===== config.mk =====
export PLATFORM = sky130hd
export DESIGN_NAME = masked_can_rule_matcher_flat
export DESIGN_NICKNAME = d
export VERILOG_FILES = /design/src/sv/mcrm_pkg.sv /design/src/sv/mcrm_if.sv /design/src/sv/mcrm_rule_check.sv /design/src/sv/masked_can_rule_matcher.sv /design/src/flat_wrapper.sv
export SDC_FILE = /design/constraint.sdc
export NUM_CORES = 2
export LEC_CHECK = 0
export ABC_CLOCK_PERIOD_IN_PS = 13500
export BUFFER_PORTS_ARGS = -buffer_cell sky130_fd_sc_hd__buf_2
export CAP_MARGIN = 40
export CORE_MARGIN = 4
export CORE_UTILIZATION = 40
export DETAILED_ROUTE_END_ITERATION = 10
export PLACE_DENSITY = 0.57
export SLEW_MARGIN = 20
export SYNTH_ARGS = -nofsm -noshare
export SYNTH_HDL_FRONTEND = slang
export SYNTH_HIERARCHICAL = 1
export SYNTH_SLANG_ARGS = --single-unit

===== constraint.sdc =====
create_clock -name clk -period 13.5 [get_ports clk]
set_clock_uncertainty 0.2 [all_clocks]
set_input_delay 0.675 -clock clk [delete_from_list [all_inputs] [get_ports clk]]
set_output_delay 0.675 -clock clk [all_outputs]
set_load 0.1 [all_outputs]

===== src/sv/mcrm_pkg.sv =====
package mcrm_pkg;

    localparam int RULE_SLOTS_DEFAULT = 16;
    localparam int MAX_RESULTS        = 16;
    localparam int RES_CNT_W          = 5;

    localparam logic CFG_ENGINE_ON = 1'b0;
    localparam logic CFG_SUPPORTED = 1'b1;

    typedef enum logic [2:0] {
        KIND_MATCH  = 3'd0,
        KIND_ADD    = 3'd1,
        KIND_REMOVE = 3'd2,
        KIND_ENABLE = 3'd3,
        KIND_CLEAR  = 3'd4
    } kind_t;

    typedef enum logic [2:0] {
        STAT_OK          = 3'd0,
        STAT_NO_MATCH    = 3'd1,
        STAT_FULL        = 3'd2,
        STAT_UNSUPPORTED = 3'd3,
        STAT_NOT_FOUND   = 3'd4,
        STAT_INACTIVE    = 3'd5
    } status_t;

    typedef enum logic [1:0] {
        ST_IDLE,
        ST_SCAN,
        ST_DONE
    } state_t;

    typedef struct packed {
        logic [7:0]  id;
        logic [28:0] ident;
        logic [28:0] ident_mask;
        logic [63:0] data;
        logic [63:0] cmp_mask;
        logic [3:0]  len;
        logic [4:0]  action;
    } rule_t;

    typedef struct packed {
        logic [2:0]  kind;
        logic [7:0]  rule_id;
        logic [28:0] ident;
        logic [28:0] ident_mask;
        logic [63:0] payload;
        logic [63:0] payload_mask;
        logic [3:0]  byte_count;
        logic [4:0]  action_code;
        logic        enable_flag;
    } cmd_t;

    typedef struct packed {
        status_t     status;
        logic [7:0]  result_id;
        logic [3:0]  slot_index;
        logic [4:0]  result_action;
    } result_t;

    // Byte-enable style mask covering the first n data bytes.
    function automatic logic [63:0] len_mask(input logic [3:0] n);
        logic [63:0] m;
        m = '0;
        for (int b = 0; b < 8; b++)
        begin
            if (4'(b) < n)
            begin
                m[8*b +: 8] = 8'hFF;
            end
        end
        return m;
    endfunction

endpackage


===== src/sv/mcrm_if.sv =====
interface mcrm_cmd_if;
    logic        valid;
    logic        ready;
    logic [2:0]  kind;
    logic [7:0]  rule_id;
    logic [28:0] ident;
    logic [28:0] ident_mask;
    logic [63:0] payload;
    logic [63:0] payload_mask;
    logic [3:0]  byte_count;
    logic [4:0]  action_code;
    logic        enable_flag;

    modport source (
        output valid, kind, rule_id, ident, ident_mask, payload, payload_mask,
               byte_count, action_code, enable_flag,
        input  ready
    );
    modport sink (
        input  valid, kind, rule_id, ident, ident_mask, payload, payload_mask,
               byte_count, action_code, enable_flag,
        output ready
    );
endinterface

interface mcrm_res_if;
    logic        valid;
    logic        ready;
    logic [2:0]  status;
    logic [7:0]  result_id;
    logic [3:0]  slot_index;
    logic [4:0]  result_action;
    logic        last;

    modport source (
        output valid, status, result_id, slot_index, result_action, last,
        input  ready
    );
    modport sink (
        input  valid, status, result_id, slot_index, result_action, last,
        output ready
    );
endinterface


===== src/sv/mcrm_rule_check.sv =====
module mcrm_rule_check
    import mcrm_pkg::*;
(
    input  rule_t       rule,
    input  logic        live,
    input  logic [28:0] ident,
    input  logic [63:0] data,
    input  logic [3:0]  byte_count,
    output logic        hit
);

    logic id_ok;
    logic data_ok;

    always_comb
    begin
        id_ok = ((ident ^ rule.ident) & rule.ident_mask) == 29'd0;
        // A rule with zero compare length ignores the data entirely.
        data_ok = (rule.len == 4'd0) ||
                  ((byte_count >= rule.len) &&
                   (((data ^ rule.data) & rule.cmp_mask & len_mask(rule.len)) == 64'd0));
        hit = live && id_ok && data_ok;
    end

endmodule


===== src/sv/masked_can_rule_matcher.sv =====
// Rule table for masked message filtering. Each command item (match, add,
// remove, set enable, clear) is taken one at a time. Match, add, remove and
// set enable walk the rule memory one slot per cycle; add, remove and set
// enable stop at the slot they act on, and every item also waits whenever a
// result cannot be handed on because the output register is still full.
// Clear, an inactive engine and an unsupported add skip the walk. A new item
// is accepted while the previous final result still waits in the output
// register. Slot occupancy and enable bits sit in flip-flops that reset
// clears, so no clearing pass over the memory is needed after reset.
module masked_can_rule_matcher
    import mcrm_pkg::*;
#(
    parameter int RULE_SLOTS = RULE_SLOTS_DEFAULT
)
(
    input  logic        clk,
    input  logic        rst_n,
    input  logic        cfg_we,
    input  logic        cfg_index,
    input  logic [31:0] cfg_data,
    mcrm_cmd_if.sink    cmd,
    mcrm_res_if.source  res
);

    localparam int IDX_W = (RULE_SLOTS > 1) ? $clog2(RULE_SLOTS) : 1;
    localparam int CNT_W = $clog2(RULE_SLOTS + 1);
    localparam logic [CNT_W-1:0] SLOT_CNT = CNT_W'(RULE_SLOTS);
    localparam logic [IDX_W-1:0] LAST_IDX = IDX_W'(RULE_SLOTS - 1);

    logic                  engine_on_reg;
    logic [31:0]           supported_reg;
    state_t                state_reg, state_next;
    cmd_t                  cmd_reg;
    logic [CNT_W-1:0]      rd_cnt_reg, rd_cnt_next;
    logic                  chk_vld_reg, chk_vld_next;
    logic [IDX_W-1:0]      chk_idx_reg, chk_idx_next;
    logic [IDX_W-1:0]      tgt_idx_reg, tgt_idx_next;
    logic [RULE_SLOTS-1:0] valid_reg;
    logic [RULE_SLOTS-1:0] on_reg;
    logic [7:0]            next_id_reg;
    logic [RES_CNT_W-1:0]  hits_reg, hits_next;
    result_t               res_reg, res_next;
    logic                  res_vld_reg, res_vld_next;
    logic                  out_vld_reg;
    result_t               out_reg;
    logic                  out_last_reg;

    rule_t                 mem [RULE_SLOTS];
    rule_t                 q_reg;
    rule_t                 wr_rule;

    logic                  accept;
    logic                  out_free;
    logic                  mem_re;
    logic                  mem_we;
    logic [IDX_W-1:0]      rd_idx;
    logic                  stall;
    logic                  hit;
    logic                  id_hit;
    logic                  at_last;
    logic                  done;
    logic                  commit;
    logic                  out_ld;
    result_t               out_data;
    logic                  out_last;
    logic [7:0]            new_id;

    assign cmd.ready = (state_reg == ST_IDLE);
    assign accept    = cmd.valid && (state_reg == ST_IDLE);
    assign out_free  = !out_vld_reg || res.ready;
    assign rd_idx    = rd_cnt_reg[IDX_W-1:0];
    assign at_last   = (chk_idx_reg == LAST_IDX);
    assign id_hit    = valid_reg[chk_idx_reg] && (q_reg.id == cmd_reg.rule_id);
    assign new_id    = (cmd_reg.rule_id == 8'd0) ? next_id_reg : cmd_reg.rule_id;

    mcrm_rule_check u_check (
        .rule       (q_reg),
        .live       (valid_reg[chk_idx_reg] && on_reg[chk_idx_reg]),
        .ident      (cmd_reg.ident),
        .data       (cmd_reg.payload),
        .byte_count (cmd_reg.byte_count),
        .hit        (hit)
    );

    always_ff @(posedge clk or negedge rst_n)
    begin
        if (!rst_n)
        begin
            engine_on_reg <= 1'b0;
            supported_reg <= 32'hFFFF_FFFF;
        end
        else if (cfg_we)
        begin
            unique case (cfg_index)
                CFG_ENGINE_ON: engine_on_reg <= cfg_data[0];
                CFG_SUPPORTED: supported_reg <= cfg_data;
            endcase
        end
    end

    always_comb
    begin
        state_next   = state_reg;
        rd_cnt_next  = rd_cnt_reg;
        chk_vld_next = 1'b0;
        chk_idx_next = chk_idx_reg;
        tgt_idx_next = tgt_idx_reg;
        hits_next    = hits_reg;
        res_next     = res_reg;
        res_vld_next = res_vld_reg;
        mem_re       = 1'b0;
        stall        = 1'b0;
        done         = 1'b0;
        commit       = 1'b0;
        out_ld       = 1'b0;
        out_data     = res_reg;
        out_last     = 1'b1;

        unique case (state_reg)
            ST_IDLE:
            begin
                if (accept)
                begin
                    rd_cnt_next  = '0;
                    hits_next    = '0;
                    res_vld_next = 1'b0;
                    if (!engine_on_reg)
                    begin
                        res_next   = result_t'{STAT_INACTIVE, 8'd0, 4'd0, 5'd0};
                        state_next = ST_DONE;
                    end
                    else
                    begin
                        case (cmd.kind) inside
                            KIND_MATCH, KIND_REMOVE, KIND_ENABLE:
                            begin
                                state_next = ST_SCAN;
                            end
                            KIND_ADD:
                            begin
                                if (!supported_reg[cmd.action_code])
                                begin
                                    res_next   = result_t'{STAT_UNSUPPORTED, 8'd0, 4'd0, 5'd0};
                                    state_next = ST_DONE;
                                end
                                else
                                begin
                                    state_next = ST_SCAN;
                                end
                            end
                            KIND_CLEAR:
                            begin
                                res_next   = result_t'{STAT_OK, 8'd0, 4'd0, 5'd0};
                                state_next = ST_DONE;
                            end
                            default:
                            begin
                                // Undefined commands are dropped without a result.
                                state_next = ST_IDLE;
                            end
                        endcase
                    end
                end
            end

            ST_SCAN:
            begin
                // A new match can only displace the held one if the output is free.
                stall = chk_vld_reg && (cmd_reg.kind == KIND_MATCH) && hit &&
                        res_vld_reg && !out_free;
                mem_re = !stall && (rd_cnt_reg != SLOT_CNT);
                if (mem_re)
                begin
                    rd_cnt_next  = rd_cnt_reg + 1'b1;
                    chk_idx_next = rd_idx;
                end
                chk_vld_next = stall ? chk_vld_reg : mem_re;

                if (chk_vld_reg && !stall)
                begin
                    case (cmd_reg.kind) inside
                        KIND_MATCH:
                        begin
                            if (hit)
                            begin
                                if (res_vld_reg)
                                begin
                                    out_ld   = 1'b1;
                                    out_data = res_reg;
                                    out_last = 1'b0;
                                end
                                res_next = result_t'{STAT_OK, q_reg.id, 4'(chk_idx_reg),
                                                     q_reg.action};
                                res_vld_next = 1'b1;
                                hits_next    = hits_reg + 1'b1;
                                if (hits_reg == RES_CNT_W'(MAX_RESULTS - 1))
                                begin
                                    done = 1'b1;
                                end
                            end
                            if (at_last)
                            begin
                                if (!hit && !res_vld_reg)
                                begin
                                    res_next = result_t'{STAT_NO_MATCH, 8'd0, 4'd0, 5'd0};
                                end
                                done = 1'b1;
                            end
                        end
                        KIND_ADD:
                        begin
                            if (!valid_reg[chk_idx_reg])
                            begin
                                res_next     = result_t'{STAT_OK, new_id, 4'(chk_idx_reg), 5'd0};
                                tgt_idx_next = chk_idx_reg;
                                done         = 1'b1;
                            end
                            else if (at_last)
                            begin
                                res_next = result_t'{STAT_FULL, 8'd0, 4'd0, 5'd0};
                                done     = 1'b1;
                            end
                        end
                        KIND_REMOVE, KIND_ENABLE:
                        begin
                            if (id_hit)
                            begin
                                res_next = result_t'{STAT_OK, cmd_reg.rule_id,
                                                     4'(chk_idx_reg), 5'd0};
                                tgt_idx_next = chk_idx_reg;
                                done         = 1'b1;
                            end
                            else if (at_last)
                            begin
                                res_next = result_t'{STAT_NOT_FOUND, 8'd0, 4'd0, 5'd0};
                                done     = 1'b1;
                            end
                        end
                        default:
                        begin
                            done = 1'b1;
                        end
                    endcase
                end
                if (done)
                begin
                    state_next = ST_DONE;
                end
            end

            ST_DONE:
            begin
                if (out_free)
                begin
                    out_ld     = 1'b1;
                    out_data   = res_reg;
                    out_last   = 1'b1;
                    commit     = 1'b1;
                    state_next = ST_IDLE;
                end
            end

            default:
            begin
                state_next = ST_IDLE;
            end
        endcase
    end

    always_ff @(posedge clk or negedge rst_n)
    begin
        if (!rst_n)
        begin
            state_reg   <= ST_IDLE;
            rd_cnt_reg  <= '0;
            chk_vld_reg <= 1'b0;
            hits_reg    <= '0;
            res_vld_reg <= 1'b0;
            out_vld_reg <= 1'b0;
        end
        else
        begin
            state_reg   <= state_next;
            rd_cnt_reg  <= rd_cnt_next;
            chk_vld_reg <= chk_vld_next;
            hits_reg    <= hits_next;
            res_vld_reg <= res_vld_next;
            if (out_ld)
            begin
                out_vld_reg <= 1'b1;
            end
            else if (res.ready)
            begin
                out_vld_reg <= 1'b0;
            end
        end
    end

    always_ff @(posedge clk)
    begin
        chk_idx_reg <= chk_idx_next;
        tgt_idx_reg <= tgt_idx_next;
        res_reg     <= res_next;
        if (accept)
        begin
            cmd_reg <= '{cmd.kind, cmd.rule_id, cmd.ident, cmd.ident_mask, cmd.payload,
                         cmd.payload_mask, cmd.byte_count, cmd.action_code,
                         cmd.enable_flag};
        end
        if (out_ld)
        begin
            out_reg      <= out_data;
            out_last_reg <= out_last;
        end
    end

    // Table updates land when the final result of the item is handed on.
    assign mem_we = commit && engine_on_reg && (cmd_reg.kind == KIND_ADD) &&
                    (res_reg.status == STAT_OK);

    always_comb
    begin
        wr_rule.id         = res_reg.result_id;
        wr_rule.ident      = cmd_reg.ident;
        wr_rule.ident_mask = cmd_reg.ident_mask;
        wr_rule.data       = cmd_reg.payload;
        wr_rule.cmp_mask   = cmd_reg.payload_mask;
        wr_rule.len        = (cmd_reg.byte_count > 4'd8) ? 4'd8 : cmd_reg.byte_count;
        wr_rule.action     = cmd_reg.action_code;
    end

    always_ff @(posedge clk)
    begin
        if (mem_we)
        begin
            mem[tgt_idx_reg] <= wr_rule;
        end
        if (mem_re)
        begin
            q_reg <= mem[rd_idx];
        end
    end

    always_ff @(posedge clk or negedge rst_n)
    begin
        if (!rst_n)
        begin
            valid_reg   <= '0;
            on_reg      <= '0;
            next_id_reg <= 8'd1;
        end
        else if (commit && engine_on_reg)
        begin
            case (cmd_reg.kind)
                KIND_CLEAR:
                begin
                    valid_reg   <= '0;
                    on_reg      <= '0;
                    next_id_reg <= 8'd1;
                end
                KIND_ADD:
                begin
                    if (res_reg.status == STAT_OK)
                    begin
                        valid_reg[tgt_idx_reg] <= 1'b1;
                        on_reg[tgt_idx_reg]    <= 1'b1;
                        if (cmd_reg.rule_id == 8'd0)
                        begin
                            next_id_reg <= (next_id_reg == 8'd255) ? 8'd1
                                                                   : next_id_reg + 8'd1;
                        end
                    end
                end
                KIND_REMOVE:
                begin
                    if (res_reg.status == STAT_OK)
                    begin
                        valid_reg[tgt_idx_reg] <= 1'b0;
                        on_reg[tgt_idx_reg]    <= 1'b0;
                    end
                end
                KIND_ENABLE:
                begin
                    if (res_reg.status == STAT_OK)
                    begin
                        on_reg[tgt_idx_reg] <= cmd_reg.enable_flag;
                    end
                end
                default:
                begin
                end
            endcase
        end
    end

    assign res.valid         = out_vld_reg;
    assign res.status        = out_reg.status;
    assign res.result_id     = out_reg.result_id;
    assign res.slot_index    = out_reg.slot_index;
    assign res.result_action = out_reg.result_action;
    assign res.last          = out_last_reg;

endmodule


===== src/flat_wrapper.sv =====
// flat-port wrapper written by rule: the top's interface ports become plain ports
module masked_can_rule_matcher_flat import mcrm_pkg::*;
#(
    parameter int RULE_SLOTS = RULE_SLOTS_DEFAULT
)
  (clk, rst_n, cfg_we, cfg_index, cfg_data, cmd_valid, cmd_kind, cmd_rule_id, cmd_ident, cmd_ident_mask, cmd_payload, cmd_payload_mask, cmd_byte_count, cmd_action_code, cmd_enable_flag, cmd_ready, res_valid, res_status, res_result_id, res_slot_index, res_result_action, res_last, res_ready);
  mcrm_cmd_if cmd_i ();
  mcrm_res_if res_i ();
  input  logic clk;
  input  logic rst_n;
  input  logic cfg_we;
  input  logic cfg_index;
  input  logic [31:0] cfg_data;
  input wire logic [$bits(cmd_i.valid)-1:0] cmd_valid;
  input wire logic [$bits(cmd_i.kind)-1:0] cmd_kind;
  input wire logic [$bits(cmd_i.rule_id)-1:0] cmd_rule_id;
  input wire logic [$bits(cmd_i.ident)-1:0] cmd_ident;
  input wire logic [$bits(cmd_i.ident_mask)-1:0] cmd_ident_mask;
  input wire logic [$bits(cmd_i.payload)-1:0] cmd_payload;
  input wire logic [$bits(cmd_i.payload_mask)-1:0] cmd_payload_mask;
  input wire logic [$bits(cmd_i.byte_count)-1:0] cmd_byte_count;
  input wire logic [$bits(cmd_i.action_code)-1:0] cmd_action_code;
  input wire logic [$bits(cmd_i.enable_flag)-1:0] cmd_enable_flag;
  output wire logic [$bits(cmd_i.ready)-1:0] cmd_ready;
  output wire logic [$bits(res_i.valid)-1:0] res_valid;
  output wire logic [$bits(res_i.status)-1:0] res_status;
  output wire logic [$bits(res_i.result_id)-1:0] res_result_id;
  output wire logic [$bits(res_i.slot_index)-1:0] res_slot_index;
  output wire logic [$bits(res_i.result_action)-1:0] res_result_action;
  output wire logic [$bits(res_i.last)-1:0] res_last;
  input wire logic [$bits(res_i.ready)-1:0] res_ready;
  assign cmd_i.valid = cmd_valid;
  assign cmd_i.kind = cmd_kind;
  assign cmd_i.rule_id = cmd_rule_id;
  assign cmd_i.ident = cmd_ident;
  assign cmd_i.ident_mask = cmd_ident_mask;
  assign cmd_i.payload = cmd_payload;
  assign cmd_i.payload_mask = cmd_payload_mask;
  assign cmd_i.byte_count = cmd_byte_count;
  assign cmd_i.action_code = cmd_action_code;
  assign cmd_i.enable_flag = cmd_enable_flag;
  assign cmd_ready = cmd_i.ready;
  assign res_valid = res_i.valid;
  assign res_status = res_i.status;
  assign res_result_id = res_i.result_id;
  assign res_slot_index = res_i.slot_index;
  assign res_result_action = res_i.result_action;
  assign res_last = res_i.last;
  assign res_i.ready = res_ready;
  masked_can_rule_matcher #(.RULE_SLOTS(RULE_SLOTS)) u_core (.clk(clk), .rst_n(rst_n), .cfg_we(cfg_we), .cfg_index(cfg_index), .cfg_data(cfg_data), .cmd(cmd_i), .res(res_i));
endmodule

==> results.md <==
* Least-Margin Pin Slew at about 1.2 ns
* CP Cell Sequence: mux4_1, nand2b_1, a32o_2, nor2_4, nor2b_1, nand4_1, a2111oi_4, buf_4, and4b_1, nand3_1, nor3b_4, buf_4, buf_4, buf_12, buf_4
* Warnings from Yosys at 6
* Final Hold Fails at 0
* Chip height at 604 µm
* Die width at just over 600 µm
* Clk_lat worst skew at ~0.94 ns
* Yosys top cell area share at 0.782
* Share of cells above drive strength 1 at 0.312
* Total die area at between 0.3 and 0.4 mm²
* PnR Total Power at between 30 and 40 mW
* Clock sink count at approximately 3800
* Final Cell Area at 0.166 mm²
* Synthesized area per cell at roughly 25 µm²
* Post-placement worst setup slack at around 7.5 ns
* Fin worst setup slack at ~7.6 ns
* Most frequent cell on the critical path: buf_4
* Buffers on Ports at 267
* Clock transition at path regs at approximately 0.06 ns
* PD cells at around 180 mW/mm²
* Synth area leaders: edfxtp_1 78%, mux4_2 16%, dfrtp_1 0.97%
* Max clock buf depth at 4
* # DRC at 0
* Most frequent cells in the layout: 3707 x edfxtp_1, 1030 x mux4_2, 402 x clkbuf_16
* FMAX at 169 MHz
* Vias in the first global route at 67478
* Dominant cell type by area after synthesis: edfxtp_1
* Mapped Cells at between 5000 and 6000
* Pleak at 51.3 nW
* GRT Overall Usage at 0.187
* EDFF count, synth at around 3700
* Ports at ~270
* Register bit total from synthesis at roughly 3800
* VDD IR max at approximately 0.00014 V
* Num CTS Buffers at a little under 400
* Maxcap violations at 0
* Setup_tns at 0 ns
* Rows at roughly 220
* CP arrival at ~6.3 ns
* Non-filler cells, final at approximately 12000
* Nets at roughly 6800
* First-pass GRT wire length at approximately 500000 µm
* Netlist cell types at 76
* Slew HR at 0.205
* Post-synthesis cell area at approximately 0.14 mm²
* Period utilization at 0.439
* Hold Path Class: in -> reg
* Max reg flops at roughly 3200
* DRT iter0 DRCs at approximately 6500
* Post-synth ARST share at 0.0232
* Core footprint at approximately 0.35 mm²
* Status: completed
* Antenna violations before repair at 30
* Critical-path maximum fanout at 41
* Pin count of the biggest net entering global routing at ~140
* WP buf/inv at 5
* Endpoint type of the worst setup path: flip-flop
* CTS root buffer: clkbuf_16
* Via-to-Cell Ratio at between 5 and 6
* CP Class: reg -> reg
* Placer Congestion at a little under 0.8
* DR vias at between 60000 and 70000
* CP max stage delay at 0.79 ns
* Post-DP HPWL at between 150000 and 200000 µm
* Syn_nets at approximately 6000
* Commonest non-fill, non-tap cell in the layout: edfxtp_1
* Placed cell count at roughly 11000
* Post-DRT Antenna Nets at 0
* Startpoint Class: flip-flop
* Main flop type after synthesis: edfxtp_1
* Setup Viol. Count Final at 0
* Register area share after synthesis at 0.798
* Hold_ws at 0.221 ns
* Final Util at 0.471
* Max-slew violations at 0
* CP max stage cell: edfxtp_1
* Fin crit period at ~5.9 ns
* Area Growth Syn to Fin at 17.0%
* Total wire length at around 350000 µm
* Req. time, crit path at approximately 14 ns
* Delay-heaviest family, CP: buffers and inverters
* TritonRoute pass-1 iters at 5
* Initial Utilization at 0.403
* H-tree Lvls at 5
* Wire length per cell at 29.7 µm
* Area of placed instances at approximately 0.15 mm²
* RSZ-0062 raised after global routing: false
* TritonCTS clock tree: yes
* Global route overflow at 0
[synthesized netlist by cell type, types with 8 or more instances]
library cell and instances:
nand3_1 18, edfxtp_1 3707, mux2_2 34, a22o_1 12
xor2_1 103, a221o_1 9, dfrtp_1 55, nand2b_1 9
a21oi_1 60, buf_2 37, o21ai_0 34, dfstp_2 33
clkbuf_1 150, ha_1 12, nor2_1 68, nand2_1 70
buf_1 74, nor2b_1 21, nand4_1 12, nor3_1 12
mux4_2 1030, a22oi_1 35, inv_1 16, nor4_1 8
mux2i_1 23
[logic make-up (layout without fill, tap and decap cells)]
family                   after synthesis  in the layout  synth area share
flip-flops                          3795           3795             0.798
buffers and inverters                279           1450           0.00779
XOR/XNOR                             104            104           0.00640
AO/OA/AOI/OAI                        206            206           0.00995
other                                  0             12                 0
AND/OR/NAND/NOR                      252            252           0.00892
multiplexers                        1091           1091             0.168
adder cells (fa/ha/maj)               12             12           0.00106
[timing repair]
| action | 4_1_cts | 5_1_grt |
|---|---|---|
| gates resized for setup | 0 | 0 |
| hold endpoints to repair | 272 | 0 |
| hold buffers | 245 | 0 |
| setup buffers | 0 | 0 |
[cell type report]
cell class              instances  area (µm²)
fillers                     28838      187000
flip-flops and latches       3795      114000
multi-input cells            1665       27800
clock buffers                 487       10400
repair buffers                709        6570
well taps                    4730        5920
clock inverters               238        2090
inverters                      16        60.1
diodes                         12        30.0
[power by group]
group / total, mW / leakage, nW / switching (mW) / internal (mW)
clock network: 10.5 / 6.12 / 4.47 / 6.01
logic: 5.04 / 10.6 / 2.46 / 2.57
registers: 14.8 / 34.5 / 0.778 / 14.1
total: 30.4 / 51.3 / 7.71 / 22.6
[routing by layer]
layer / GRT usage / vias to the layer above / part of all wire
met5: 0 / - / 0.000038
met4: 0.0476 / 2 / 0.023
li1: - / 26535 / -
met2: 0.309 / 2038 / 0.50
met3: 0.0261 / 455 / 0.057
met1: 0.264 / 35683 / 0.42
[worst paths after layout]
path,slack (ns),depth (start not counted),startpoint,to
worst min register to register,0.26,0,u_core/res_reg[1],u_core/res.result_action[1]
worst min-delay path,0.22,4,cfg_we,u_core/supported_reg[26]
worst max register to register,7.58,15,u_core/chk_idx_reg[0],u_core/q_reg[47]
worst max-delay path,7.58,15,u_core/chk_idx_reg[0],u_core/q_reg[47]
min in group asynchronous,0.62,4,rst_n,u_core/valid_reg[2]
max in group asynchronous,11.76,5,rst_n,u_core/supported_reg[21]
[worst min-delay path, cell delays in order]
cell,delay (ns)
buf_2,0.08
nand2_1,0.04
buf_4,0.25
mux2_2,0.27
(Power assumes the default switching activity.)
